--- config.mk ---
export PLATFORM = sky130hd
export DESIGN_NAME = nsc_line_state
export DESIGN_NICKNAME = d
export VERILOG_FILES = /design/src/rtl/nsc_pkg.sv /design/src/rtl/nsc_line_state.sv
export VERILOG_INCLUDE_DIRS = /design/src /design/src/rtl
export SDC_FILE = /design/constraint.sdc
export NUM_CORES = 1
export LEC_CHECK = 0
export CAP_MARGIN = 20
export CORE_ASPECT_RATIO = 0.7
export CORE_MARGIN = 5
export CORE_UTILIZATION = 40
export CTS_CLUSTER_SIZE = 12
export DETAILED_ROUTE_END_ITERATION = 7
export DONT_BUFFER_PORTS = 1
export PLACE_DENSITY = 0.6
export SYNTH_ARGS = -nofsm -noshare
export SYNTH_HDL_FRONTEND = slang
export SYNTH_SLANG_ARGS = --single-unit
--- constraint.sdc ---
create_clock -name clk_i -period 3.1 [get_ports clk_i]
set_input_delay 0.155 -clock clk_i [delete_from_list [all_inputs] [get_ports clk_i]]
set_output_delay 0.155 -clock clk_i [all_outputs]
set_load 0.05 [all_outputs]
--- src/rtl/nmea_sentence_checker_assert.svh ---
// ----------------------------------------------------------------------------
// nmea sentence checker assertion macros
// shared concurrent assertion forms, clocked on clk_i and gated by rst_ni
// ----------------------------------------------------------------------------
`ifndef NMEA_SENTENCE_CHECKER_ASSERT_SVH
`define NMEA_SENTENCE_CHECKER_ASSERT_SVH

// property must hold at every edge out of reset
`define NSC_ASSERT(name, prop, msg) \
  name: assert property (@(posedge clk_i) disable iff (!rst_ni) (prop)) else $error(msg);

// expression must never be true out of reset
`define NSC_ASSERT_NEVER(name, expr, msg) \
  name: assert property (@(posedge clk_i) disable iff (!rst_ni) !(expr)) else $error(msg);

`endif

--- src/rtl/nsc_pkg.sv ---
// ----------------------------------------------------------------------------
// nsc_pkg
// types, character codes and helpers for the nmea sentence checker
// ----------------------------------------------------------------------------
`timescale 1ns / 1ps
`default_nettype none

package nsc_pkg;

  localparam int LINE_CAPACITY = 128;
  localparam int CNT_W         = $clog2(LINE_CAPACITY);
  localparam int PREFIX_LEN    = 6;

  localparam logic [7:0] CHAR_CR   = 8'h0D;
  localparam logic [7:0] CHAR_LF   = 8'h0A;
  localparam logic [7:0] CHAR_STAR = 8'h2A;
  localparam logic [7:0] CHAR_NUL  = 8'h00;

  typedef enum logic [1:0] {
    ST_OK       = 2'd0,
    ST_MISMATCH = 2'd1,
    ST_OVERFLOW = 2'd2
  } status_e;

  typedef enum logic [1:0] {
    TYPE_NONE = 2'd0,
    TYPE_RMC  = 2'd1,
    TYPE_GGA  = 2'd2
  } stype_e;

  typedef struct packed {
    status_e     status;
    stype_e      stype;
    logic [7:0]  computed;
    logic [7:0]  received;
    logic [6:0]  line_length;
  } line_result_t;

  // expected prefix character, "$GPRMC" or "$GPGGA"
  function automatic logic [7:0] prefix_char(input logic gga, input logic [2:0] idx);
    logic [7:0] ch;
    ch = 8'h00;
    unique case (idx)
      3'd0:    ch = 8'h24;
      3'd1:    ch = 8'h47;
      3'd2:    ch = 8'h50;
      3'd3:    ch = gga ? 8'h47 : 8'h52;
      3'd4:    ch = gga ? 8'h47 : 8'h4D;
      3'd5:    ch = gga ? 8'h41 : 8'h43;
      default: ch = 8'h00;
    endcase
    return ch;
  endfunction

  // {is hex digit, digit value}
  function automatic logic [4:0] hex_digit(input logic [7:0] c);
    logic [4:0] r;
    r = 5'd0;
    if (c >= 8'h30 && c <= 8'h39) begin
      r = {1'b1, 4'(c - 8'h30)};
    end else if (c >= 8'h61 && c <= 8'h66) begin
      r = {1'b1, 4'(c - 8'h57)};
    end else if (c >= 8'h41 && c <= 8'h46) begin
      r = {1'b1, 4'(c - 8'h37)};
    end
    return r;
  endfunction

endpackage

`default_nettype wire

--- src/rtl/nsc_line_state.sv ---
// ----------------------------------------------------------------------------
// nsc_line_state
// per-line state: prefix match, xor, star tracking, tail characters, nul truncation, count
// ----------------------------------------------------------------------------
`timescale 1ns / 1ps
`default_nettype none

`include "nmea_sentence_checker_assert.svh"

module nsc_line_state
  import nsc_pkg::*;
(
  input  wire logic        clk_i,
  input  wire logic        rst_ni,
  input  wire logic        step_i,
  input  wire logic [7:0]  byte_i,
  output logic             res_valid_o,
  output line_result_t     res_o
);

  logic [CNT_W-1:0] count_q, count_d;
  logic [1:0]       flags_q, flags_d;
  logic [7:0]       xor_q, xor_d;
  logic             star_q, star_d;
  logic [15:0]      tail_q, tail_d;
  logic [1:0]       sblt_q, sblt_d;
  logic             trunc_q, trunc_d;

  logic             is_eol, is_full, is_star, in_prefix;
  logic [7:0]       tail_hi, tail_lo;
  logic [4:0]       hex_hi, hex_lo;
  logic [7:0]       received;

  assign is_eol    = (byte_i == CHAR_CR) || (byte_i == CHAR_LF);
  assign is_full   = (count_q == CNT_W'(LINE_CAPACITY - 1));
  assign is_star   = (byte_i == CHAR_STAR);
  assign in_prefix = (count_q < CNT_W'(PREFIX_LEN));
  assign tail_hi   = tail_q[15:8];
  assign tail_lo   = tail_q[7:0];
  assign hex_hi    = hex_digit(tail_hi);
  assign hex_lo    = hex_digit(tail_lo);

  // received checksum, parsed strtol style
  always_comb begin
    received = 8'h00;
    if (sblt_q[1] && (tail_hi != CHAR_STAR) && hex_hi[4]) begin
      received = hex_lo[4] ? {hex_hi[3:0], hex_lo[3:0]} : {4'h0, hex_hi[3:0]};
    end
  end

  // next line state
  always_comb begin
    count_d = count_q;
    flags_d = flags_q;
    xor_d   = xor_q;
    star_d  = star_q;
    tail_d  = tail_q;
    sblt_d  = sblt_q;
    trunc_d = trunc_q;
    if (is_eol || is_full) begin
      count_d = '0;
      flags_d = 2'b11;
      xor_d   = 8'h00;
      star_d  = 1'b0;
      tail_d  = 16'h0000;
      sblt_d  = 2'b00;
      trunc_d = 1'b0;
    end else begin
      count_d = count_q + CNT_W'(1);
      if (!trunc_q) begin
        if (byte_i == CHAR_NUL) begin
          trunc_d = 1'b1;
          if (in_prefix) begin
            flags_d = 2'b00;
          end
        end else begin
          if (in_prefix) begin
            if (byte_i != prefix_char(1'b0, count_q[2:0])) begin
              flags_d[0] = 1'b0;
            end
            if (byte_i != prefix_char(1'b1, count_q[2:0])) begin
              flags_d[1] = 1'b0;
            end
          end
          tail_d = {tail_q[7:0], byte_i};
          if (count_q != '0) begin
            sblt_d = {sblt_q[0], star_q};
            if (is_star) begin
              star_d = 1'b1;
            end else if (!star_q) begin
              xor_d = xor_q ^ byte_i;
            end
          end else begin
            sblt_d = {sblt_q[0], 1'b0};
          end
        end
      end
    end
  end

  // result of this byte
  always_comb begin
    res_valid_o       = 1'b0;
    res_o.status      = ST_OK;
    res_o.stype       = TYPE_NONE;
    res_o.computed    = 8'h00;
    res_o.received    = 8'h00;
    res_o.line_length = 7'(count_q);
    if (is_eol) begin
      res_valid_o    = !in_prefix && (flags_q != 2'b00);
      res_o.status   = (xor_q == received) ? ST_OK : ST_MISMATCH;
      res_o.stype    = flags_q[0] ? TYPE_RMC : TYPE_GGA;
      res_o.computed = xor_q;
      res_o.received = received;
    end else if (is_full) begin
      res_valid_o  = 1'b1;
      res_o.status = ST_OVERFLOW;
    end
  end

  always_ff @(posedge clk_i or negedge rst_ni) begin
    if (!rst_ni) begin
      count_q <= '0;
      flags_q <= 2'b11;
      xor_q   <= 8'h00;
      star_q  <= 1'b0;
      tail_q  <= 16'h0000;
      sblt_q  <= 2'b00;
      trunc_q <= 1'b0;
    end else if (step_i) begin
      count_q <= count_d;
      flags_q <= flags_d;
      xor_q   <= xor_d;
      star_q  <= star_d;
      tail_q  <= tail_d;
      sblt_q  <= sblt_d;
      trunc_q <= trunc_d;
    end
  end

  `NSC_ASSERT(a_eol_clears, (step_i && is_eol) |=> (count_q == '0 && !star_q), "line end must clear line")
  `NSC_ASSERT_NEVER(a_star_early, star_q && (count_q < CNT_W'(2)), "star seen before second char")
  `NSC_ASSERT_NEVER(a_trunc_prefix, trunc_q && in_prefix && (flags_q != 2'b00), "short truncated line still matches")
  `NSC_ASSERT(a_full_result, (step_i && is_full && !is_eol) |-> res_valid_o, "overflow gave no result")

endmodule

`default_nettype wire

### Word level (Yosys, flattened, before mapping)

Index checks and enable logic that the tools add are counted.

| cells by class | value |
|---|---|
| $add $sub $neg | 7 |
| $lt $le $gt $ge | 13 |
| eq/ne operators | 17 |
| multiplexer cells | 54 |
| bitwise operators | 1 |
| reductions and logical operators | 27 |

Operator list:

| cell | number |
|---|---|
| $mux W8 | 16 |
| $mux W16 | 3 |
| $pmux W7 S6 | 1 |
| $ge A8 B7 Y1 const B | 4 |
| $le A8 B7 Y1 const B | 4 |
| $mux W5 | 6 |
| $pmux W7 S4 | 1 |
| $mux W2 | 11 |
| $mux W18 | 1 |
| $eq A8 B4 Y1 const B | 2 |
| $ge A8 B6 Y1 const B | 2 |
| $le A8 B6 Y1 const B | 2 |
| $ne A8 B8 Y1 | 2 |
| $sub A4 B3 Y4 const B | 4 |
| $mux W1 | 14 |
| $logic_and A1 B1 Y1 | 9 |
| $eq A8 B6 Y1 const B | 1 |
| $eq A8 B8 Y1 | 1 |
| $logic_not A8 Y1 | 1 |
| $ne A8 B6 Y1 const B | 1 |
| $reduce_and A4 Y1 | 2 |
| $reduce_bool A2 Y1 | 4 |
| $sub A4 B1 Y4 const B | 2 |
| $xor A8 B8 Y8 | 1 |
| 18 further kinds | 24 |

| word-level totals | value |
|---|---|
| register bits | 37 |
| bits of input ports | 11 |
| logic and storage cells | 127 |

### Logic depth before layout (Yosys ltp)

Gate-level depths: netlist of run 1.

| logic depth | value |
|---|---|
| depth in word-level cells | 13 |
| mapped depth | 10 |

### Worst setup path after synthesis of run 1

Ideal clock, no wire load.

| timing path | value |
|---|---|
| kind | register -> output |
| start | register tail_q[8] |
| end | output res_o[10] (netlist bit) |
| arrival | 2.854 ns |
| slack | 0.091 ns |
| stages on the path, launching flop included | 8 |
| path through | dfrtp_1 inv_1 ha_1 or3b_1 and3_4 buf_6 o221ai_2 nor4_1 |

RTL lines:

| what | line | source |
|---|---|---|
| start, declared | nsc_line_state.sv:25 | `logic [15:0] tail_q, tail_d;` |
| start signal, assigned | nsc_line_state.sv:135 | `tail_q <= tail_d;` |
| end, declared | nsc_line_state.sv:18 | `output line_result_t res_o` |

==> run_results.csv, run 1 <==
group,metric,value,unit
run_status,run_status,"finished, violations left",
run_status,violations,"setup timing",
sta,setup-violations-final,1,
route,route.vias.total,2414,
layout,finish.instance_area,3258,um^2
placement,placer_congestion,0.8272,
route,detail_route.first_pass.iterations,4,
route,wl_per_cell,18.11,um
placement,detailedPlace.worstSlack,0.1229,ns
critical_path,cp_num_buf_inv,0,
sta,tightestPinTransition,0.8990,ns
die,cell_row_count,24,
hold_path,worst_hold_end,"count_q[6]$_DFFE_PN0P_",
global_route,globalRouteMet2Util,0.2506,
die,die-width,106.8,um
clock_network,worst_skew_pair.late_latency,0.29,ns
critical_path,critical_path_arrival,2.96,ns
sta,maxClockFrequency,320.8,MHz
sta,worst_relative_slew_slack,0.3961,
global_route,antenna_found_initial,0,
route,drc,0,
layout,layout.cells.non_filler,412,
clock_network,ctsLongestPathBuffers,2,
die,initial_utilization,0.4163,
global_route,first_global_vias,2211,
global_route,maximum_number_of_pins_on_one_net_before_global_route_repair,38,
hold_path,hold_depth,2,
die,die-height,77.78,um
yosys,post_synth_instance_area,2625,um^2
layout,nFillCells,585,
die,design.portCount,39,
global_route,busiest_layer,"met1",
layout,nets,356,
global_route,overall_routing_resource_usage,0.1763,
sta,report.final.slew_viol_count,0,
critical_path,regToRegStartpoint,"count_q[0]$_DFFE_PN0P_",
sta,final_min_period_over_clock_period,1.006,
pwr,cellPowerDensity,835.8,nW/um^2
layout,layout.cells.most_common_list,"sky130_fd_sc_hd__buf_4, sky130_fd_sc_hd__dfrtp_1, sky130_fd_sc_hd__nor2_1",
critical_path,critical_path.max_fanout,6,
critical_path,critical-path-top-delay-family,"compound AO/OA/AOI/OAI gates",
placement,io_buffers,0,
die,dieArea,8308,um^2
run,maxCapViolations,0,
hold_path,worstHoldPathType,"primary input to flip-flop",
critical_path,r2r_setup_slack,0.48,ns
sta,hold_violations,0,
critical_path,crit_startpoint,"tail_q[8]$_DFFE_PN0P_",
critical_path,worst-r2r-cell-count,9,
clock_network,clkSlewWorstSetupHoldPaths,0.09,ns
yosys,netlist_instances,296,
yosys,asyncSetResetFlopFracSynth,1.000,
pwr,vdd.ir_drop.worst,0.0004275,V
hold_path,worst_hold_startpoint,"step_i",
sta,period_minus_slack,3.117,ns
yosys,ys.flop_type,"sky130_fd_sc_hd__dfrtp_1",
clock_network,clk_root_buffer_cell,"sky130_fd_sc_hd__clkbuf_8",
global_route,grt_pass1_wl,11810,um
yosys,synth.yosys.seq_area_share,0.3537,
yosys,ys_seq_elements,37,
layout,layout-drive-gt1-share,0.2246,
critical_path,end_kind,"output port",
yosys,synthDistinctLibCells,64,
pwr,power.static_leakage,0.001394,uW
route,ant_nets,0,
clock_network,cts_tree,"built",
global_route,use_met1,0.2637,
critical_path,critical-path-slowest-cell,"sky130_fd_sc_hd__o41a_4",
route,drt_iter0_drc,204,
clock_network,clock-sinks,37,
sta,worst_path_setup_slack_after_routing,-0.01717,ns
placement,placement.cell_area,2850,um^2
critical_path,cp.required,2.94,ns
layout,antenna_cells,0,
route,detail_route.vias_per_cell,5.859,
global_route,global_route.overflow_total,0,
clock_network,cts_inserted_buffers,5,
clock_network,level_count_of_the_clock_h_tree,2,
sta,setup_total_negative_slack,-0.01717,ns
die,floorplan.core_area,6306,um^2
route,routed_wl,7460,um
sta,skew,0.01233,ns
critical_path,worst_path_largest_cell_delay,0.58,ns
global_route,grt_use_met3,0.05058,
yosys,synthesis.yosys.warnings,0,
placement,place_hpwl,5202,um
critical_path,worst-setup-path-type,"flip-flop to output port",
yosys,number_of_enable_flip_flop_cells_after_synthesis,0,
critical_path,crit_path_cell_trace,"ha_2 -> or3b_4 -> and3_4 -> or3_1 -> a211o_1 -> a21oi_2 -> o211ai_1 -> o41a_4",
layout,area.growth.synth_to_final,24.12,%
sta,rsz0062_at_grt,"true",
yosys,post_synth.cell_area_avg,8.868,um^2
critical_path,regToRegEndpoint,"xor_q[6]$_DFFE_PN0P_",
layout,leading_cell_type_in_the_layout_fill_and_taps_excluded,"sky130_fd_sc_hd__buf_4",
yosys,synth.net_count,319,
critical_path,critPathLaunchType,"flip-flop",
placement,dp.cells,383,
worst reg2reg max path, delay by kind of cell, from the launching register on:
kind | cells | cell delay [ns]
xor gates and xnor gates | 1 | 0.18
and+or+nand+nor | 6 | 1.35
DFF | 1 | 0.53
buffers and inverters | 1 | 0.17
adders and majority gates | 1 | 0.28
cells by family after synthesis:
group | count (synthesis) | synth area share
fa+ha+maj | 12 | 0.05720
buf+inv | 27 | 0.04290
flops | 37 | 0.3537
compound gates | 76 | 0.2202
xor+xnor | 20 | 0.06673
mux | 4 | 0.01525
simple gates | 120 | 0.2440
per-stage QoR:
| step | hold slack, ns | power (uW) | utilization |
|---|---|---|---|
| finish | 0.008372 | 2723 | 0.5167 |
| global route | 0.004404 | 2907 | 0.5167 |
| CTS | 0.0003056 | 2539 | 0.4940 |
| detailed placement | -0.1397 | 2048 | 0.4520 |
| global placement | -0.1397 | 2026 | 0.4520 |
| floorplan | -0.1406 | 1760 | - |
where the power goes:
| group | switching (uW) | total (uW) | internal (uW) | leakage [uW] |
|---|---|---|---|---|
| logic | 717 | 1330 | 618 | 0.000890 |
| registers | 271 | 960 | 688 | 0.000450 |
| clock network | 188 | 429 | 241 | 0.0000543 |
| total | 1180 | 2720 | 1550 | 0.00139 |
flip-flops by register name, indices dropped and copies added, names as in the netlist:
register / cells
count_q: 7
flags_q: 2
tail_q: 16
xor_q: 8
sblt_q: 2
trunc_q: 1
star_q: 1
layout make-up:
class	count	area, um^2	share of cell area
clock buffers	5	68.82	0.02112
clock inverters	3	46.29	0.01421
inverters	11	43.79	0.01344
multi-input cells	232	1689	0.5184
flip-flops and latches	37	932.1	0.2861
well taps	78	97.59	0.02995
repair buffers	46	380.4	0.1167
Yosys cell counts (2+ instances only):
master | number | area share
sky130_fd_sc_hd__a2111oi_0 | 2 | 0.0067
sky130_fd_sc_hd__a211o_1 | 3 | 0.010
sky130_fd_sc_hd__a211oi_1 | 3 | 0.0086
sky130_fd_sc_hd__a21o_1 | 5 | 0.014
sky130_fd_sc_hd__a21oi_1 | 12 | 0.023
sky130_fd_sc_hd__a22o_1 | 16 | 0.053
sky130_fd_sc_hd__a31oi_1 | 2 | 0.0048
sky130_fd_sc_hd__and2_1 | 11 | 0.026
sky130_fd_sc_hd__buf_1 | 2 | 0.0029
sky130_fd_sc_hd__buf_2 | 3 | 0.0057
sky130_fd_sc_hd__clkbuf_1 | 10 | 0.014
sky130_fd_sc_hd__dfrtp_1 | 35 | 0.33
sky130_fd_sc_hd__dfstp_2 | 2 | 0.020
sky130_fd_sc_hd__ha_1 | 12 | 0.057
sky130_fd_sc_hd__inv_1 | 10 | 0.014
sky130_fd_sc_hd__mux2i_1 | 4 | 0.015
sky130_fd_sc_hd__nand2_1 | 28 | 0.040
sky130_fd_sc_hd__nand2b_1 | 2 | 0.0048
sky130_fd_sc_hd__nand3_1 | 7 | 0.013
sky130_fd_sc_hd__nand4_1 | 2 | 0.0048
sky130_fd_sc_hd__nand4bb_1 | 2 | 0.0086
sky130_fd_sc_hd__nor2_1 | 31 | 0.044
sky130_fd_sc_hd__nor2b_1 | 4 | 0.0095
sky130_fd_sc_hd__nor3_1 | 6 | 0.011
sky130_fd_sc_hd__nor3b_1 | 4 | 0.011
sky130_fd_sc_hd__nor4_1 | 6 | 0.014
sky130_fd_sc_hd__nor4b_1 | 4 | 0.013
sky130_fd_sc_hd__o211ai_1 | 2 | 0.0057
sky130_fd_sc_hd__o21ai_0 | 6 | 0.011
sky130_fd_sc_hd__o21bai_1 | 2 | 0.0057
sky130_fd_sc_hd__o22ai_1 | 4 | 0.0095
sky130_fd_sc_hd__o32ai_1 | 2 | 0.0067
sky130_fd_sc_hd__or3_1 | 2 | 0.0048
sky130_fd_sc_hd__or4b_1 | 2 | 0.0076
sky130_fd_sc_hd__xnor2_1 | 4 | 0.013
sky130_fd_sc_hd__xor2_1 | 16 | 0.053
routing by layer:
metal / wire [um] / part of all wire
met5: 0 / 0
met2: 3200 / 0.43
met3: 550 / 0.074
met4: 53 / 0.0071
met1: 3656 / 0.49
worst max path at each step:
stage / end / slack, ns / cells past startpoint
after floorplan: res_o[10] / 0.09 / 7
after global placement: res_o[25] / 0.16 / 9
after detailed placement: res_o[25] / 0.12 / 9
after CTS: res_o[25] / 0.01 / 9
after global routing: res_o[25] / -0.09 / 8
final: res_o[25] / -0.02 / 8
timing repair:
action / in CTS / in global routing
buffers inserted: 4 / 7
setup endpoints to repair: 1 / 1
hold buffers: 8 / 2
endpoints found under the hold margin: 47 / 2
pin swaps: 2 / 9
gates resized for setup: 7 / 17
Power figures use the tool's default switching activity.
==> run 2: changes to the inputs <==
Settings changed: CORE_UTILIZATION 40 to 60, PLACE_DENSITY 0.6 to 0.82.
==> run_results.csv, run 2 (synthesized netlist as in run 1, its figures left out) <==
group,metric,value,unit
run_status,run_status,"complete, no violations",
layout,area.growth.synth_to_final,20.11,%
route,drt_iter0_drc,179,
sta,rsz0062_at_grt,"true",
run,maxCapViolations,0,
clock_network,ctsLongestPathBuffers,2,
global_route,first_global_vias,2306,
clock_network,worst_skew_pair.late_latency,0.30,ns
critical_path,regToRegStartpoint,"count_q[0]$_DFFE_PN0P_",
layout,largest_register_ff_count,16,
critical_path,worst-r2r-cell-count,10,
sta,hold_violations,0,
layout,antenna_cells,0,
pwr,power.static_leakage,0.001365,uW
sta,skew,0.008144,ns
die,initial_utilization,0.6135,
layout,finish.instance_area,3153,um^2
global_route,global_route.overflow_total,0,
sta,period_minus_slack,3.100,ns
clock_network,level_count_of_the_clock_h_tree,2,
sta,final_min_period_over_clock_period,0.9998,
placement,placement.cell_area,2801,um^2
route,detail_route.first_pass.iterations,5,
pwr,vdd.ir_drop.worst,0.0005976,V
pwr,cellPowerDensity,854.9,nW/um^2
critical_path,cp.required,2.94,ns
global_route,grt_pass1_wl,11950,um
clock_network,cts_inserted_buffers,5,
route,routed_wl,7258,um
die,die-height,65.34,um
clock_network,clkSlewWorstSetupHoldPaths,0.08,ns
layout,postLayoutCoreUtil,0.7368,
die,die-width,89.06,um
critical_path,regToRegEndpoint,"xor_q[6]$_DFFE_PN0P_",
layout,leading_cell_type_in_the_layout_fill_and_taps_excluded,"sky130_fd_sc_hd__dfrtp_1",
clock_network,clk_root_buffer_cell,"sky130_fd_sc_hd__clkbuf_8",
critical_path,crit_startpoint,"tail_q[8]$_DFFE_PN0P_",
layout,layout.cells.most_common_list,"sky130_fd_sc_hd__dfrtp_1, sky130_fd_sc_hd__nor2_1, sky130_fd_sc_hd__buf_4",
pwr,total_power,2695,uW
critical_path,critical_path_arrival,2.94,ns
placement,place_hpwl,5001,um
hold_path,worstHoldPathType,"primary input to flip-flop",
route,ant_nets,0,
global_route,maximum_number_of_pins_on_one_net_before_global_route_repair,38,
die,floorplan.core_area,4279,um^2
sta,maxClockFrequency,322.6,MHz
clock_network,clock-sinks,37,
route,wl_per_cell,19.05,um
sta,worst_hold_slack,0.007798,ns
layout,layout-drive-gt1-share,0.1871,
route,detail_route.vias_per_cell,6.554,
die,dieArea,5819,um^2
die,design.portCount,39,
placement,io_buffers,0,
clock_network,cts_tree,"built",
sta,tightestPinTransition,0.9761,ns
critical_path,worst-setup-path-type,"flip-flop to output port",
sta,setup-violations-final,0,
placement,placer_congestion,0.8864,
layout,max_flop_register,"tail_q",
global_route,overall_routing_resource_usage,0.2649,
critical_path,r2r_setup_slack,0.56,ns
critical_path,critPathLaunchType,"flip-flop",
critical_path,crit_path_end,"res_o[25]",
route,drc,0,
global_route,antenna_found_initial,0,
layout,nets,348,
layout,top_regs,"tail_q: 16 flops, xor_q: 8 flops, count_q: 7 flops",
sta,report.final.slew_viol_count,0,
sta,worst_relative_slew_slack,0.3464,
route,route.vias.total,2497,
critical_path,critical_path.max_fanout,6,
die,cell_row_count,20,
critical_path,end_kind,"output port",
[run 2: cell types whose count changed in the layout (fill, tap and decap cells not counted), sizes merged]
cell / before / now
clkbuf: 5 / 6
clkinv: 1 / 0
buf: 37 / 30
dlygate4sd3: 9 / 8
[run 2: final cells by class]
| class | count | area, um^2 |
|---|---|---|
| Clock buffer | 6 | 82.58 |
| Sequential cell | 37 | 929.6 |
| Fill cell | 337 | 1126 |
| Multi-Input combinational cell | 232 | 1675 |
| Tap cell | 55 | 68.82 |
| Timing Repair Buffer | 38 | 317.8 |
| Clock inverter | 2 | 37.54 |
| Inverter | 11 | 41.29 |
[run 2: stage by stage]
step | TNS (ns) | instances | worst slack [ns]
3_3_place_gp | 0 | 358 | 0.1564
2_1_floorplan | 0 | 296 | 0.09130
4_1_cts | 0 | 380 | 0.002303
3_5_place_dp | 0 | 358 | 0.05618
5_1_grt | -0.08748 | 381 | -0.08748
6_report | 0 | 381 | 0.0004667
[run 2: worst min path at each step]
stage | slack, ns | start | to | cells after the start
final | 0.008 | byte_i[3] | tail_q[3]$_DFFE_PN0P_ | 1
after global routing | 0.009 | byte_i[3] | tail_q[3]$_DFFE_PN0P_ | 1
after CTS | 0.005 | step_i | count_q[6]$_DFFE_PN0P_ | 2
after detailed placement | -0.14 | rst_ni | tail_q[6]$_DFFE_PN0P_ | 0
after global placement | -0.14 | rst_ni | tail_q[13]$_DFFE_PN0P_ | 0
after floorplan | -0.14 | rst_ni | count_q[0]$_DFFE_PN0P_ | 0
[run 2: power breakdown]
| group | leakage [uW] | switching, uW | total (uW) | internal, uW |
|---|---|---|---|---|
| Combinational | 0.000855 | 742 | 1320 | 574 |
| Sequential | 0.000453 | 248 | 934 | 686 |
| Clock | 0.0000574 | 184 | 445 | 262 |
[run 2: what timing repair did]
action / in CTS / in global routing
pin swaps: 6 / 1
resized for setup: 14 / 4
setup endpoints to repair: 1 / 1
hold buffers: 9 / 0
gates cloned: 0 / 0
setup buffers: 5 / 1
hold endpoints to repair: 48 / 0
[run 2: routing by layer]
metal,up-vias,share of wire,global-route usage
met2,138,0.44,0.3806
met4,0,0.012,0.07621
met5,-,0,0
met3,12,0.087,0.05388
met1,1205,0.46,0.4003
li1,1142,-,-
[run 2: worst max-delay path, stage by stage, from the launching register on]
cell and delay (ns):
sky130_fd_sc_hd__dfrtp_1 0.43, sky130_fd_sc_hd__ha_1 0.25, sky130_fd_sc_hd__or3b_4 0.39, sky130_fd_sc_hd__and3_4 0.19
sky130_fd_sc_hd__or3_1 0.35, sky130_fd_sc_hd__a211o_1 0.30, sky130_fd_sc_hd__a21oi_1 0.12, sky130_fd_sc_hd__o211ai_1 0.15
sky130_fd_sc_hd__o41a_4 0.47
